$ cat src/rtl/upd_pkg.sv
// Shared types, character codes and the hex digit decoder for the URL
// percent decoder. No dependencies; imported by every module of the block.
package upd_pkg;

    // Default depth of the queue between the front and back parts
    localparam int unsigned QUEUE_DEPTH_DEF = 4;

    // Characters with special meaning in the encoded stream
    localparam logic [7:0] CH_PLUS  = 8'h2B;
    localparam logic [7:0] CH_SPACE = 8'h20;
    localparam logic [7:0] CH_PCT   = 8'h25;

    // Digit bases used when turning a hex character into a nibble
    localparam logic [7:0] CH_ZERO  = 8'h30;
    localparam logic [7:0] CH_NINE  = 8'h39;
    localparam logic [7:0] CH_UC_A  = 8'h41;
    localparam logic [7:0] CH_UC_F  = 8'h46;
    localparam logic [7:0] CH_LC_A  = 8'h61;
    localparam logic [7:0] CH_LC_F  = 8'h66;
    localparam logic [7:0] UC_BIAS  = 8'h37;   // 'A' - 10
    localparam logic [7:0] LC_BIAS  = 8'h57;   // 'a' - 10

    // Configuration register map (index taken from the word address)
    localparam logic [0:0] REG_OUTPUT_LIMIT = 1'b0;
    localparam logic [15:0] LIMIT_RESET     = 16'hFFFF;

    // Most bytes one input byte can produce
    localparam int unsigned MAX_BYTES = 3;

    // One queue entry: the decoded bytes of one input byte, lowest first
    typedef struct packed {
        logic [MAX_BYTES-1:0][7:0] data;
        logic [1:0]                cnt;
        logic                      last;
    } upd_entry_t;

    // Hex character to {valid, nibble}
    function automatic logic [4:0] hex_decode(input logic [7:0] c);
        logic [7:0] d;
        d = 8'h00;
        if (c >= CH_ZERO && c <= CH_NINE) begin
            d = c - CH_ZERO;
            return {1'b1, d[3:0]};
        end else if (c >= CH_UC_A && c <= CH_UC_F) begin
            d = c - UC_BIAS;
            return {1'b1, d[3:0]};
        end else if (c >= CH_LC_A && c <= CH_LC_F) begin
            d = c - LC_BIAS;
            return {1'b1, d[3:0]};
        end
        return {1'b0, d[3:0]};
    endfunction

endpackage

$ cat src/rtl/url_percent_decoder.sv
// URL percent decoder, top level: configuration port, front part, queue
// and back part. Depends on upd_pkg, upd_front, upd_queue and upd_back.
//
// Usage: encoded bytes enter on the s_ channel, one per request, with
// s_tlast on the final byte of a message. '+' becomes a space, '%' with two
// hex digits becomes one byte, anything else passes unchanged. Results leave
// on the m_ channel: tdata holds the byte, tuser[0] marks a bare end marker,
// tuser[1] says the output limit cut the message short, tlast ends it.
// output_limit is written over the APB port at byte address 0.
// A result passes through the queue and then the registered m_ channel.
// Throughput: one input byte per cycle while each byte yields at most one
// result and the receiver keeps up; the back part emits one result per cycle
// while m_tready allows, so a byte that yields two or three results (a broken
// escape) holds it longer; the QUEUE_DEPTH-entry queue absorbs the difference.
// A stalled receiver holds the registered result; the queue keeps filling
// and s_tready drops only when it is full.
// Reset empties the queue, clears the escape state and sets output_limit
// to 65535.
module url_percent_decoder #(
    parameter int unsigned QUEUE_DEPTH = upd_pkg::QUEUE_DEPTH_DEF
) (
    input  logic        aclk,
    input  logic        aresetn,
    // encoded input
    input  logic        s_tvalid,
    output logic        s_tready,
    input  logic [7:0]  s_tdata,   // [7:0] in_byte
    input  logic        s_tlast,   // end_of_input
    // decoded output
    output logic        m_tvalid,
    input  logic        m_tready,
    output logic [7:0]  m_tdata,   // [7:0] out_byte
    output logic [1:0]  m_tuser,   // [0] no_data, [1] truncated
    output logic        m_tlast,   // end_of_message
    // configuration
    input  logic        psel,
    input  logic        penable,
    input  logic        pwrite,
    input  logic [2:0]  paddr,
    input  logic [31:0] pwdata,
    output logic [31:0] prdata,
    output logic        pready
);
    import upd_pkg::*;

    logic [15:0] limit_reg;
    logic        cfg_wr;
    logic        push, q_full, head_valid, pop;
    upd_entry_t  push_entry, head;

    // configuration register
    assign pready = 1'b1;
    assign cfg_wr = psel && penable && pwrite && pready && (paddr[2] == REG_OUTPUT_LIMIT);
    assign prdata = (paddr[2] == REG_OUTPUT_LIMIT) ? {16'h0000, limit_reg} : 32'h0;

    always_ff @(posedge aclk) begin
        if (!aresetn) begin
            limit_reg <= LIMIT_RESET;
        end else if (cfg_wr) begin
            limit_reg <= pwdata[15:0];
        end
    end

    upd_front u_front (
        .aclk       (aclk),
        .aresetn    (aresetn),
        .s_tvalid   (s_tvalid),
        .s_tready   (s_tready),
        .s_tdata    (s_tdata),
        .s_tlast    (s_tlast),
        .q_full     (q_full),
        .push       (push),
        .push_entry (push_entry)
    );

    upd_queue #(
        .DEPTH (QUEUE_DEPTH)
    ) u_queue (
        .aclk       (aclk),
        .aresetn    (aresetn),
        .push       (push),
        .push_entry (push_entry),
        .full       (q_full),
        .head_valid (head_valid),
        .head       (head),
        .pop        (pop)
    );

    upd_back u_back (
        .aclk         (aclk),
        .aresetn      (aresetn),
        .head_valid   (head_valid),
        .head         (head),
        .pop          (pop),
        .output_limit (limit_reg),
        .m_tvalid     (m_tvalid),
        .m_tready     (m_tready),
        .m_tdata      (m_tdata),
        .m_tuser      (m_tuser),
        .m_tlast      (m_tlast)
    );

endmodule

$ cat src/rtl/upd_front.sv
// Front part: accepts encoded bytes, tracks the escape state and hands the
// bytes each input causes to the queue. Depends on upd_pkg.
module upd_front (
    input  logic                aclk,
    input  logic                aresetn,
    input  logic                s_tvalid,
    output logic                s_tready,
    input  logic [7:0]          s_tdata,   // [7:0] in_byte
    input  logic                s_tlast,
    input  logic                q_full,
    output logic                push,
    output upd_pkg::upd_entry_t push_entry
);
    import upd_pkg::*;

    logic       pending_reg, pending_next;
    logic       held_reg, held_next;
    logic [7:0] la_reg, la_next;

    logic                      accept;
    logic                      do_fresh;
    logic [1:0]                n;
    logic [MAX_BYTES-1:0][7:0] lst;
    logic [4:0]                hb, hl;

    assign s_tready = !q_full;
    assign accept   = s_tvalid && s_tready;
    assign hb       = hex_decode(s_tdata);
    assign hl       = hex_decode(la_reg);

    // Escape tracking and byte list for the current request
    always_comb begin
        pending_next = pending_reg;
        held_next    = held_reg;
        la_next      = la_reg;
        do_fresh     = 1'b0;
        n            = 2'd0;
        lst          = '0;

        if (!pending_reg) begin
            do_fresh = 1'b1;
        end else if (!held_reg) begin
            if (hb[4]) begin
                la_next   = s_tdata;
                held_next = 1'b1;
            end else begin
                lst[n]       = CH_PCT;
                n            = n + 2'd1;
                pending_next = 1'b0;
                do_fresh     = 1'b1;
            end
        end else begin
            pending_next = 1'b0;
            held_next    = 1'b0;
            if (hl[4] && hb[4]) begin
                lst[n] = {hl[3:0], hb[3:0]};
                n      = n + 2'd1;
            end else begin
                lst[n]   = CH_PCT;
                n        = n + 2'd1;
                lst[n]   = la_reg;
                n        = n + 2'd1;
                do_fresh = 1'b1;
            end
        end

        // byte scanned as plain text
        if (do_fresh) begin
            if (s_tdata == CH_PLUS) begin
                lst[n] = CH_SPACE;
                n      = n + 2'd1;
            end else if (s_tdata == CH_PCT) begin
                pending_next = 1'b1;
                held_next    = 1'b0;
            end else begin
                lst[n] = s_tdata;
                n      = n + 2'd1;
            end
        end

        // message ends inside an escape: flush what is held
        if (s_tlast && pending_next) begin
            lst[n] = CH_PCT;
            n      = n + 2'd1;
            if (held_next) begin
                lst[n] = la_next;
                n      = n + 2'd1;
            end
            pending_next = 1'b0;
            held_next    = 1'b0;
        end
    end

    assign push            = accept && (n != 2'd0 || s_tlast);
    assign push_entry.data = lst;
    assign push_entry.cnt  = n;
    assign push_entry.last = s_tlast;

    always_ff @(posedge aclk) begin
        if (!aresetn) begin
            pending_reg <= 1'b0;
            held_reg    <= 1'b0;
        end else if (accept) begin
            pending_reg <= pending_next;
            held_reg    <= held_next;
        end
    end

    always_ff @(posedge aclk) begin
        if (accept) begin
            la_reg <= la_next;
        end
    end

endmodule

$ cat src/rtl/upd_queue.sv
// Short queue of decoded-byte entries between the front and back parts.
// Depends on upd_pkg.
module upd_queue #(
    parameter int unsigned DEPTH = upd_pkg::QUEUE_DEPTH_DEF
) (
    input  logic                aclk,
    input  logic                aresetn,
    input  logic                push,
    input  upd_pkg::upd_entry_t push_entry,
    output logic                full,
    output logic                head_valid,
    output upd_pkg::upd_entry_t head,
    input  logic                pop
);
    import upd_pkg::*;

    localparam int unsigned AW = (DEPTH > 1) ? $clog2(DEPTH) : 1;
    localparam logic [AW-1:0] LAST_PTR = AW'(DEPTH - 1);
    localparam logic [AW:0]   FULL_CNT = (AW+1)'(DEPTH);

    upd_entry_t    mem_reg [DEPTH];
    logic [AW-1:0] wr_ptr_reg, wr_ptr_next;
    logic [AW-1:0] rd_ptr_reg, rd_ptr_next;
    logic [AW:0]   count_reg, count_next;
    logic          do_push, do_pop;

    assign full       = (count_reg == FULL_CNT);
    assign head_valid = (count_reg != '0);
    assign head       = mem_reg[rd_ptr_reg];
    assign do_push    = push && !full;
    assign do_pop     = pop && head_valid;

    // pointer and fill bookkeeping
    always_comb begin
        wr_ptr_next = wr_ptr_reg;
        rd_ptr_next = rd_ptr_reg;
        count_next  = count_reg;
        if (do_push) begin
            wr_ptr_next = (wr_ptr_reg == LAST_PTR) ? '0 : wr_ptr_reg + 1'b1;
        end
        if (do_pop) begin
            rd_ptr_next = (rd_ptr_reg == LAST_PTR) ? '0 : rd_ptr_reg + 1'b1;
        end
        if (do_push && !do_pop) begin
            count_next = count_reg + 1'b1;
        end else if (do_pop && !do_push) begin
            count_next = count_reg - 1'b1;
        end
    end

    always_ff @(posedge aclk) begin
        if (!aresetn) begin
            wr_ptr_reg <= '0;
            rd_ptr_reg <= '0;
            count_reg  <= '0;
        end else begin
            wr_ptr_reg <= wr_ptr_next;
            rd_ptr_reg <= rd_ptr_next;
            count_reg  <= count_next;
        end
    end

    always_ff @(posedge aclk) begin
        if (do_push) begin
            mem_reg[wr_ptr_reg] <= push_entry;
        end
    end

    // fill level stays within the depth
    a_count_range: assert property (@(posedge aclk) disable iff (!aresetn)
        count_reg <= FULL_CNT)
        else $error("queue fill level beyond depth");

    // the front never offers an entry while the queue is full
    a_no_push_full: assert property (@(posedge aclk) disable iff (!aresetn)
        full |-> !push)
        else $error("push into full queue");

endmodule

$ cat src/rtl/upd_back.sv
// Back part: takes queue entries byte by byte, applies the output limit,
// marks the end of each message and drives the registered result channel.
// Depends on upd_pkg.
module upd_back (
    input  logic                aclk,
    input  logic                aresetn,
    input  logic                head_valid,
    input  upd_pkg::upd_entry_t head,
    output logic                pop,
    input  logic [15:0]         output_limit,
    output logic                m_tvalid,
    input  logic                m_tready,
    output logic [7:0]          m_tdata,   // [7:0] out_byte
    output logic [1:0]          m_tuser,   // [0] no_data, [1] truncated
    output logic                m_tlast
);
    import upd_pkg::*;

    logic [1:0]  idx_reg, idx_next;
    logic [15:0] emitted_reg, emitted_next;
    logic        hit_reg, hit_next;
    logic        m_tvalid_reg, m_tvalid_next;
    logic [7:0]  m_tdata_reg;
    logic [1:0]  m_tuser_reg;
    logic        m_tlast_reg;

    logic        out_free, drop, last_in, stop, load;
    logic [15:0] emitted_inc;
    logic [7:0]  o_byte;
    logic        o_nodata, o_last, o_trunc;

    assign out_free    = !m_tvalid_reg || m_tready;
    assign drop        = (emitted_reg >= output_limit);
    assign last_in     = (idx_reg == head.cnt - 2'd1);
    assign emitted_inc = emitted_reg + 16'd1;

    // one byte of the head entry per cycle while the output register is free
    always_comb begin
        idx_next     = idx_reg;
        emitted_next = emitted_reg;
        hit_next     = hit_reg;
        pop          = 1'b0;
        load         = 1'b0;
        stop         = 1'b0;
        o_byte       = 8'h00;
        o_nodata     = 1'b0;
        o_last       = 1'b0;
        o_trunc      = 1'b0;

        if (head_valid) begin
            if (drop && !head.last) begin
                // limit reached mid-message: the whole entry is dropped
                pop      = 1'b1;
                hit_next = hit_reg | (head.cnt != 2'd0);
            end else if (out_free) begin
                if (drop || head.cnt == 2'd0) begin
                    // end marker with no byte
                    load         = 1'b1;
                    o_nodata     = 1'b1;
                    o_last       = 1'b1;
                    o_trunc      = hit_reg | (drop && head.cnt != 2'd0);
                    pop          = 1'b1;
                    idx_next     = 2'd0;
                    emitted_next = 16'd0;
                    hit_next     = 1'b0;
                end else begin
                    load         = 1'b1;
                    o_byte       = head.data[idx_reg];
                    emitted_next = emitted_inc;
                    // later bytes of this entry would all be dropped
                    stop         = last_in || (emitted_inc >= output_limit);
                    if (stop) begin
                        pop      = 1'b1;
                        idx_next = 2'd0;
                        if (head.last) begin
                            o_last       = 1'b1;
                            o_trunc      = hit_reg | !last_in;
                            emitted_next = 16'd0;
                            hit_next     = 1'b0;
                        end else begin
                            hit_next = hit_reg | !last_in;
                        end
                    end else begin
                        idx_next = idx_reg + 2'd1;
                    end
                end
            end
        end

        m_tvalid_next = m_tvalid_reg;
        if (load) begin
            m_tvalid_next = 1'b1;
        end else if (m_tready) begin
            m_tvalid_next = 1'b0;
        end
    end

    always_ff @(posedge aclk) begin
        if (!aresetn) begin
            idx_reg      <= 2'd0;
            emitted_reg  <= 16'd0;
            hit_reg      <= 1'b0;
            m_tvalid_reg <= 1'b0;
        end else begin
            idx_reg      <= idx_next;
            emitted_reg  <= emitted_next;
            hit_reg      <= hit_next;
            m_tvalid_reg <= m_tvalid_next;
        end
    end

    // result payload
    always_ff @(posedge aclk) begin
        if (load) begin
            m_tdata_reg <= o_byte;
            m_tuser_reg <= {o_trunc, o_nodata};
            m_tlast_reg <= o_last;
        end
    end

    assign m_tvalid = m_tvalid_reg;
    assign m_tdata  = m_tdata_reg;
    assign m_tuser  = m_tuser_reg;
    assign m_tlast  = m_tlast_reg;

    // a bare end marker or a truncation flag only rides on the last result
    a_flags_on_last: assert property (@(posedge aclk) disable iff (!aresetn)
        (m_tvalid && (m_tuser[0] || m_tuser[1])) |-> m_tlast)
        else $error("no_data or truncated outside end of message");

    // loading a message end clears the per-message counters
    a_end_clears: assert property (@(posedge aclk) disable iff (!aresetn)
        (load && o_last) |=> (emitted_reg == 16'd0 && !hit_reg && idx_reg == 2'd0))
        else $error("message counters not cleared at end of message");

endmodule
$ cat config.mk
export PLATFORM = sky130hd
export DESIGN_NAME = url_percent_decoder
export DESIGN_NICKNAME = d
export VERILOG_FILES = /design/src/rtl/upd_pkg.sv /design/src/rtl/url_percent_decoder.sv /design/src/rtl/upd_front.sv /design/src/rtl/upd_queue.sv /design/src/rtl/upd_back.sv
export SDC_FILE = /design/constraint.sdc
export NUM_CORES = 1
export LEC_CHECK = 0
export BUFFER_PORTS_ARGS = -buffer_cell sky130_fd_sc_hd__buf_2
export CORE_MARGIN = 2
export CORE_UTILIZATION = 50
export DETAILED_ROUTE_END_ITERATION = 7
export PLACE_DENSITY_LB_ADDON = 0.15
export SLEW_MARGIN = 15
export SYNTH_ARGS = -nofsm -noshare
export SYNTH_HDL_FRONTEND = slang
export SYNTH_SLANG_ARGS = --single-unit
$ cat constraint.sdc
create_clock -name aclk -period 11.5 [get_ports aclk]
set_input_delay 0.575 -clock aclk [delete_from_list [all_inputs] [get_ports aclk]]
set_output_delay 0.575 -clock aclk [all_outputs]
set_load 0.01 [all_outputs]
; ---- Word-level counts from Yosys, hierarchy flattened
; Memory sizes are Yosys's and may differ from the RTL's. A register that Yosys moved wholly into a read port is not among the register bits.
; Index checks and enable logic that the tools add are counted.
[totals]
mem_count = 1
out_inout_bits = 46
input_bits = 51
elab_cells = 220
mem_bits_rw = 108
regBits = 64
[classes]
order_cmp = 21
bitwise = 13
add_sub_neg = 16
eq_ne = 6
muxes = 105
n_reduce_logical = 44
[mem_list]
columns = name, words, word_bits, rd, rd_ports_with_merged_regs, write_ports, line_no
row1 = u_queue.mem_reg, 4, 27, 1, 1, 1, upd_queue.sv:21  ; upd_entry_t mem_reg [DEPTH];
[ops]
columns = op, n
row1 = 24-bit two-way mux, 5
row2 = 8-bit two-way mux, 11
row3 = 16-bit two-way mux, 5
row4 = 24-bit bitwise mux, 2
row5 = 8-bit demux with 2-bit select, 3
row6 = 1-bit two-way mux, 47
row7 = 5-bit two-way mux, 8
row8 = 16-bit greater-or-equal comparator, 2
row9 = 8-bit by 7-bit greater-or-equal comparator with 1-bit output (second input constant), 4
row10 = 8-bit by 7-bit <= comparator with 1-bit output (second input constant), 4
row11 = 2-bit two-way mux, 14
row12 = 4-bit two-way mux, 6
row13 = 1-bit logical AND, 22
row14 = 14-bit by 21-bit bitwise AND with 21-bit output, 1
row15 = 21-bit NOT, 1
row16 = 16-bit by 1-bit adder with 16-bit output (second input constant), 1
row17 = 8-bit binary-select mux with 2-bit select, 1
row18 = 8-bit by 6-bit == test with 1-bit output (second input constant), 2
row19 = 8-bit by 6-bit greater-or-equal comparator with 1-bit output (second input constant), 2
row20 = 8-bit by 6-bit <= comparator with 1-bit output (second input constant), 2
row21 = 4-bit by 3-bit subtractor with 4-bit output (second input constant), 4
row22 = 15-bit bitwise AND, 1
row23 = 15-bit NOT, 1
row24 = 2-bit by 1-bit adder with 2-bit output (second input constant), 6
row25 = other kinds (23), 50

; ---- Logic depth before layout (Yosys ltp)
[depth]
word_depth = 26
depth_mapped = 18
mapped_depth_nobuf = 18

; ---- Cells and area by module
; Synthesis repeated with hierarchy kept, for this count alone.
[hier_totals]
hier_cells = 819
area_unflattened_um2 = 9633.0
[modules_own_cells]
columns = module, n_inst, seq_area_each_um2, cells_each, area_each_um2
row1 = upd_queue, 1, 3423.3, 192, 4425.5
row2 = upd_back, 1, 730.7, 308, 2523.7
row3 = upd_front, 1, 280.3, 213, 1696.6
row4 = url_percent_decoder, 1, 320.3, 106, 987.2

; ---- Least setup slack after synthesis
; OpenSTA, ideal clock, no wires.
[synth_path]
path_kind = input to register
startpoint = in s_tdata[0]
endpoint = reg u_queue.count_reg[2]
setup_slack_ns = 7.011
path_stages = 18
setup_time_ns = 0.071
arrival_ns = 4.418
t_required_ns = 11.429
n_path_buf = 1
path_cell_list = buf_2 inv_1 ha_1 o21bai_1 a2111oi_4 a21o_1 o21ai_0 a21o_1 ha_1 nand2_1 or3_1 a41oi_2 ha_1 inv_1 fa_1 xor2_1 or3_1 a21oi_1
[synth_between]
elab_chain_len = 25
word_cells_on_any_way = 54
cone_classes = 3 x add/sub / 6 x order compare / 2 x eq/ne / 30 x mux / 13 x reduce/logical
[synth_lines]
columns = item, line_no
row1 = "start, declared", url_percent_decoder.sv:27  ; input logic [7:0] s_tdata,
row2 = 8-bit by 7-bit greater-or-equal comparator with 1-bit output or 8-bit by 7-bit <= comparator with 1-bit output (tied branches), upd_pkg.sv:47  ; end else if (c >= CH_LC_A && c <= CH_LC_F) begin
row3 = 1-bit logical AND, upd_pkg.sv:47
row4 = 1-bit two-way mux, upd_pkg.sv:47
row5 = 1-bit two-way mux, upd_pkg.sv:44  ; end else if (c >= CH_UC_A && c <= CH_UC_F) begin
row6 = 1-bit two-way mux, upd_pkg.sv:41  ; if (c >= CH_ZERO && c <= CH_NINE) begin
row7 = 5-bit two-way mux, upd_pkg.sv:51  ; return {1'b0, d[3:0]};
row8 = 1-bit logical AND, upd_front.sv:55  ; if (hl[4] && hb[4]) begin
row9 = 2-bit two-way mux, upd_front.sv:55
row10 = (+10 left out), n/a
row11 = 2-bit nonzero test (*), upd_front.sv:94  ; assign push = accept && (n != 2'd0 || s_tlast);
row12 = 1-bit logical OR (*), upd_front.sv:94
row13 = 1-bit logical AND (*), upd_front.sv:94
row14 = 1-bit logical AND (*), upd_queue.sv:30  ; assign do_push = push && !full;
row15 = net u_queue.do_push, upd_queue.sv:25  ; logic do_push, do_pop;
row16 = 1-bit logical NOT, upd_queue.sv:46  ; end else if (do_pop && !do_push) begin
row17 = 1-bit logical AND, upd_queue.sv:46
row18 = 2-bit nonzero test (no line), n/a
row19 = "end signal, assigned", upd_queue.sv:59  ; count_reg <= count_next;
row20 = "end, declared", upd_queue.sv:24  ; logic [AW:0] count_reg, count_next;
; Mark *: on every way through the listed nets, which the timed path passes. The rest lies on a longest branch.
; A chain may end at the register's enable or synchronous reset.

; ---- Worst setup path in the final report
[layout_path]
startpoint = reg u_front.la_reg[0]
endpoint = reg u_queue.count_reg[2]
[layout_between]
elab_chain_len = 25
word_cells_on_any_way = 42
cone_classes = 3 x add/sub / 6 x order compare / 20 x mux / 13 x reduce/logical
[layout_lines]
columns = item, line_no
row1 = "start, declared", upd_front.sv:18  ; logic [7:0] la_reg, la_next;
row2 = "start signal, assigned", upd_front.sv:111  ; la_reg <= la_next;
row3 = 8-bit by 7-bit greater-or-equal comparator with 1-bit output or 8-bit by 7-bit <= comparator with 1-bit output (tied branches), upd_pkg.sv:47
row4 = 1-bit logical AND, upd_pkg.sv:47
row5 = 1-bit two-way mux, upd_pkg.sv:47
row6 = 1-bit two-way mux, upd_pkg.sv:44
row7 = 1-bit two-way mux, upd_pkg.sv:41
row8 = 5-bit two-way mux (*), upd_pkg.sv:51
row9 = 1-bit logical AND (*), upd_front.sv:55
row10 = 2-bit two-way mux, upd_front.sv:55
row11 = (+10 left out), n/a
row12 = 2-bit nonzero test (*), upd_front.sv:94
row13 = 1-bit logical OR (*), upd_front.sv:94
row14 = 1-bit logical AND (*), upd_front.sv:94
row15 = 1-bit logical AND (*), upd_queue.sv:30
row16 = net u_queue.do_push, upd_queue.sv:25
row17 = 1-bit logical NOT, upd_queue.sv:46
row18 = 1-bit logical AND, upd_queue.sv:46
row19 = 2-bit nonzero test (no line), n/a
; Marked as above.

==> metrics.yaml <==
run_status:
  outcome: "complete, no violations"
routing:
  drtIter0Drc: 513
  finalWirelength_um: 20500
  vias: 6360
  wire_per_inst_um: 18.6
  ant_nets: 0
  dr.pass1.iters: 6
  vias_per_cell: 5.76
  drc: 0
timing:
  fin_crit_sh_pct: 43.7
  slew_headroom_pct: 32.7
  rsz0062_at_grt: "false"
  final-setup-viol-count: 0
  hold_viol: 0
  skew_ns: 0.0199
  drv_slew: 0
  holdWs_ns: 0.372
  clock.fmax_ghz: 0.199
  tightest_slew_ns: 1.01
  tns_ns: 0
  finalWorstPathRequiredPeriod_ns: 5.03
placed_design:
  finalWeightedCongestion: 0.921
  io_buffers: 61
  dp_hpwl_um: 14700
  dp.cells: 1073
grt:
  grt_usage_pct: 21.2
  grt_first_pass_wirelength_um: 32800
  antenna_found_initial: 0
  gr-total-overflow: 0
  grtUsageMet3_pct: 4.55
  grtUsageMet2_pct: 35.6
  grt_max_degree: 33
  grt_use_met1_pct: 27.6
  grt_pass1_vias: 6292
  top_usage_layer: "met2"
logic_synthesis:
  synth.area.top_cells: "edfxtp_1 (41%), dfxtp_1 (10%), ha_1 (7.5%), mux4_2 (6.5%), nor2_1 (3.1%)"
  yosys_warnings: 0
  synth_edf_count: 127
  synth_top_cell_by_area: "edfxtp_1"
  synth_cell_types: 75
  synth-seq-area-share_pct: 50.8
  syn_avg_cell_area_um2: 11.6
  synth.top_cell.area_share_pct: 40.8
  yosys-top-cells-count: "edfxtp_1 (127), nor2_1 (77), nand2_1 (65), ha_1 (56), inv_1 (52)"
  syn_area_um2: 9360
  syn_inst: 805
  ys_async_sr_fraction_pct: 0
  ys_seq_elements: 174
  synth_ff_type: "edfxtp_1"
  synth_most_common_cell: "edfxtp_1"
critical_path:
  reg2reg_depth: 17
  crit_required_ns: 11.85
  r2r_slack_ns: 6.47
  critPathMaxStageDelay_ns: 0.59
  cp_num_buf_inv: 2
  crit_top_cell: "ha_1"
  start_kind: "register"
  worstSetupPathType: "reg2reg"
  critical_path_peak_fanout: 7
  reg2reg_to: "u_queue.count_reg[2]"
  worstPathArrival_ns: 5.38
  end_kind: "register"
  cp_top_family: "simple AND/OR/NAND/NOR gates"
  reg2reg_from: "u_front.la_reg[0]"
  path_cells: "inv_1 -> ha_1 -> or3b_1 -> nand3_1 -> nor3_1 -> o21ai_0 -> a21o_1 -> ha_1 -> nand2_1 -> or3_1 -> a41oi_2 -> ha_1 -> inv_1 -> fa_1 -> xor2_1 -> or3_1 -> a21oi_1"
  crit_slowest_cell: "nor3_1"
cells_and_area:
  instances_no_fill: 1105
  area_delta_synth_final_pct: 10.6
  nets: 966
  largest_register_ffs: 108
  final_layout_size_suffix_gt1_share_pct: 16.4
  diodes: 0
cts:
  cts_resized: 0
  cts_made_buffers: 17
  cts_tree: "yes"
  clk_latency_ns: 0.43
  ctsHtreeMaxLevel: 4
  cts_sinks: 174
  post_cts_buffers: 0
  clkTransAtPathRegs_ns: 0.07
  clockBufferDepth: 2
  root_buffer: "clkbuf_16"
  hold_buffers: 0
floorplan:
  start_util_pct: 50.5
  ios: 97
  die_area_um2: 19800
  die_w_um: 141
  die_h_um: 141
  rows: 50
  core_area_um2: 18500
pwr:
  swShare_pct: 31.7
  vdd_drop_max_v: 0.000124
  leakagePower_nw: 4.18
  seqPwrFrac_pct: 43.5
  power.share.clock_pct: 29.5
  p_switching_mw: 0.601
  internal_power_mw: 1.30
  power_frac_comb_pct: 27.0
  powerDensity_nw_per_um2: 184
flow_run:
  maxCapViolations: 0
min_path:
  worstHoldPathCells: 3
  min_to: "limit_reg[1]"
  worstHoldStart: "pwdata[1]"
  hold_path_class: "in2reg"
==> cells by family after synthesis <==
group / synth area share, %
multiplexers: 8.22
buffers and inverters: 5.24
adder cells (fa/ha/maj): 7.70
AND/OR/NAND/NOR: 12.8
XOR/XNOR: 3.54
other: 0.0803
AO/OA/AOI/OAI: 11.6
flip-flops: 50.8
==> how the worst max path moves through the flow <==
stage | slack, ns | endpoint | from | depth (start not counted)
4_1_cts | 6.46 | u_queue.count_reg[2] | u_front.la_reg[0] | 17
3_3_place_gp | 6.40 | u_queue.count_reg[2] | s_tdata[1] | 18
5_1_grt | 6.23 | u_queue.count_reg[2] | u_front.la_reg[0] | 17
3_5_place_dp | 6.32 | u_queue.count_reg[2] | s_tdata[1] | 18
2_1_floorplan | 7.01 | u_queue.count_reg[2] | s_tdata[0] | 18
6_report | 6.47 | u_queue.count_reg[2] | u_front.la_reg[0] | 17
==> layer usage <==
layer / vias up / wire, um
li1: 3040 / -
met4: 0 / 416
met2: 207 / 10000
met1: 3081 / 9010
met3: 32 / 1110
met5: - / 0
==> placed cells by master (no fill, tap or decap), drive strengths merged, types with 5 or more instances in the layout <==
master	Yosys	layout
ha	56	56
nand2b	9	9
conb	2	17
buf	30	68
xor2	11	11
a21oi	20	20
o22ai	11	11
dfxtp	47	47
edfxtp	127	127
nand2	65	65
a21o	12	12
mux2i	15	15
o21ai	17	17
clkinv	0	5
and3	10	10
nand4	7	7
clkbuf	19	17
mux4	27	27
o211ai	21	21
inv	53	60
and2	17	17
xnor2	26	26
nand3	23	23
a211oi	7	7
nor2	77	77
a31oi	9	9
nor3	15	15
or3	6	6
==> worst min-delay path, stage by stage <==
cell and delay [ns]:
buf_2 0.07, nand2_1 0.04, o211ai_1 0.07
==> per-stage QoR <==
stage	instance area [um^2]	setup WS, ns	utilization [%]	power (mW)
after CTS	10400	6.46	55.9	1.92
final	10400	6.47	55.9	1.90
after global placement	9770	6.40	52.8	1.34
after detailed placement	9770	6.32	52.8	1.36
after global routing	10400	6.23	55.9	2.00
after floorplan	9410	7.01	-	1.22
==> area by class of cell <==
type                       instances  area, um^2
clock buffer                      17         425
clock inverter                    15         153
fill                            1563        8170
inverter                          53         199
multi-input combinational        544        4170
sequential                       174        4760
tap                              234         293
timing repair buffer              68         358
==> power groups by stage <==
stage	Clock, mW	Combinational (mW)	Sequential, mW
finish	0.560	0.513	0.827
global route	0.596	0.568	0.841
CTS	0.573	0.517	0.830
detailed placement	0	0.515	0.844
global placement	0	0.501	0.841
floorplan	0	0.403	0.817
(Power assumes the default switching activity.)
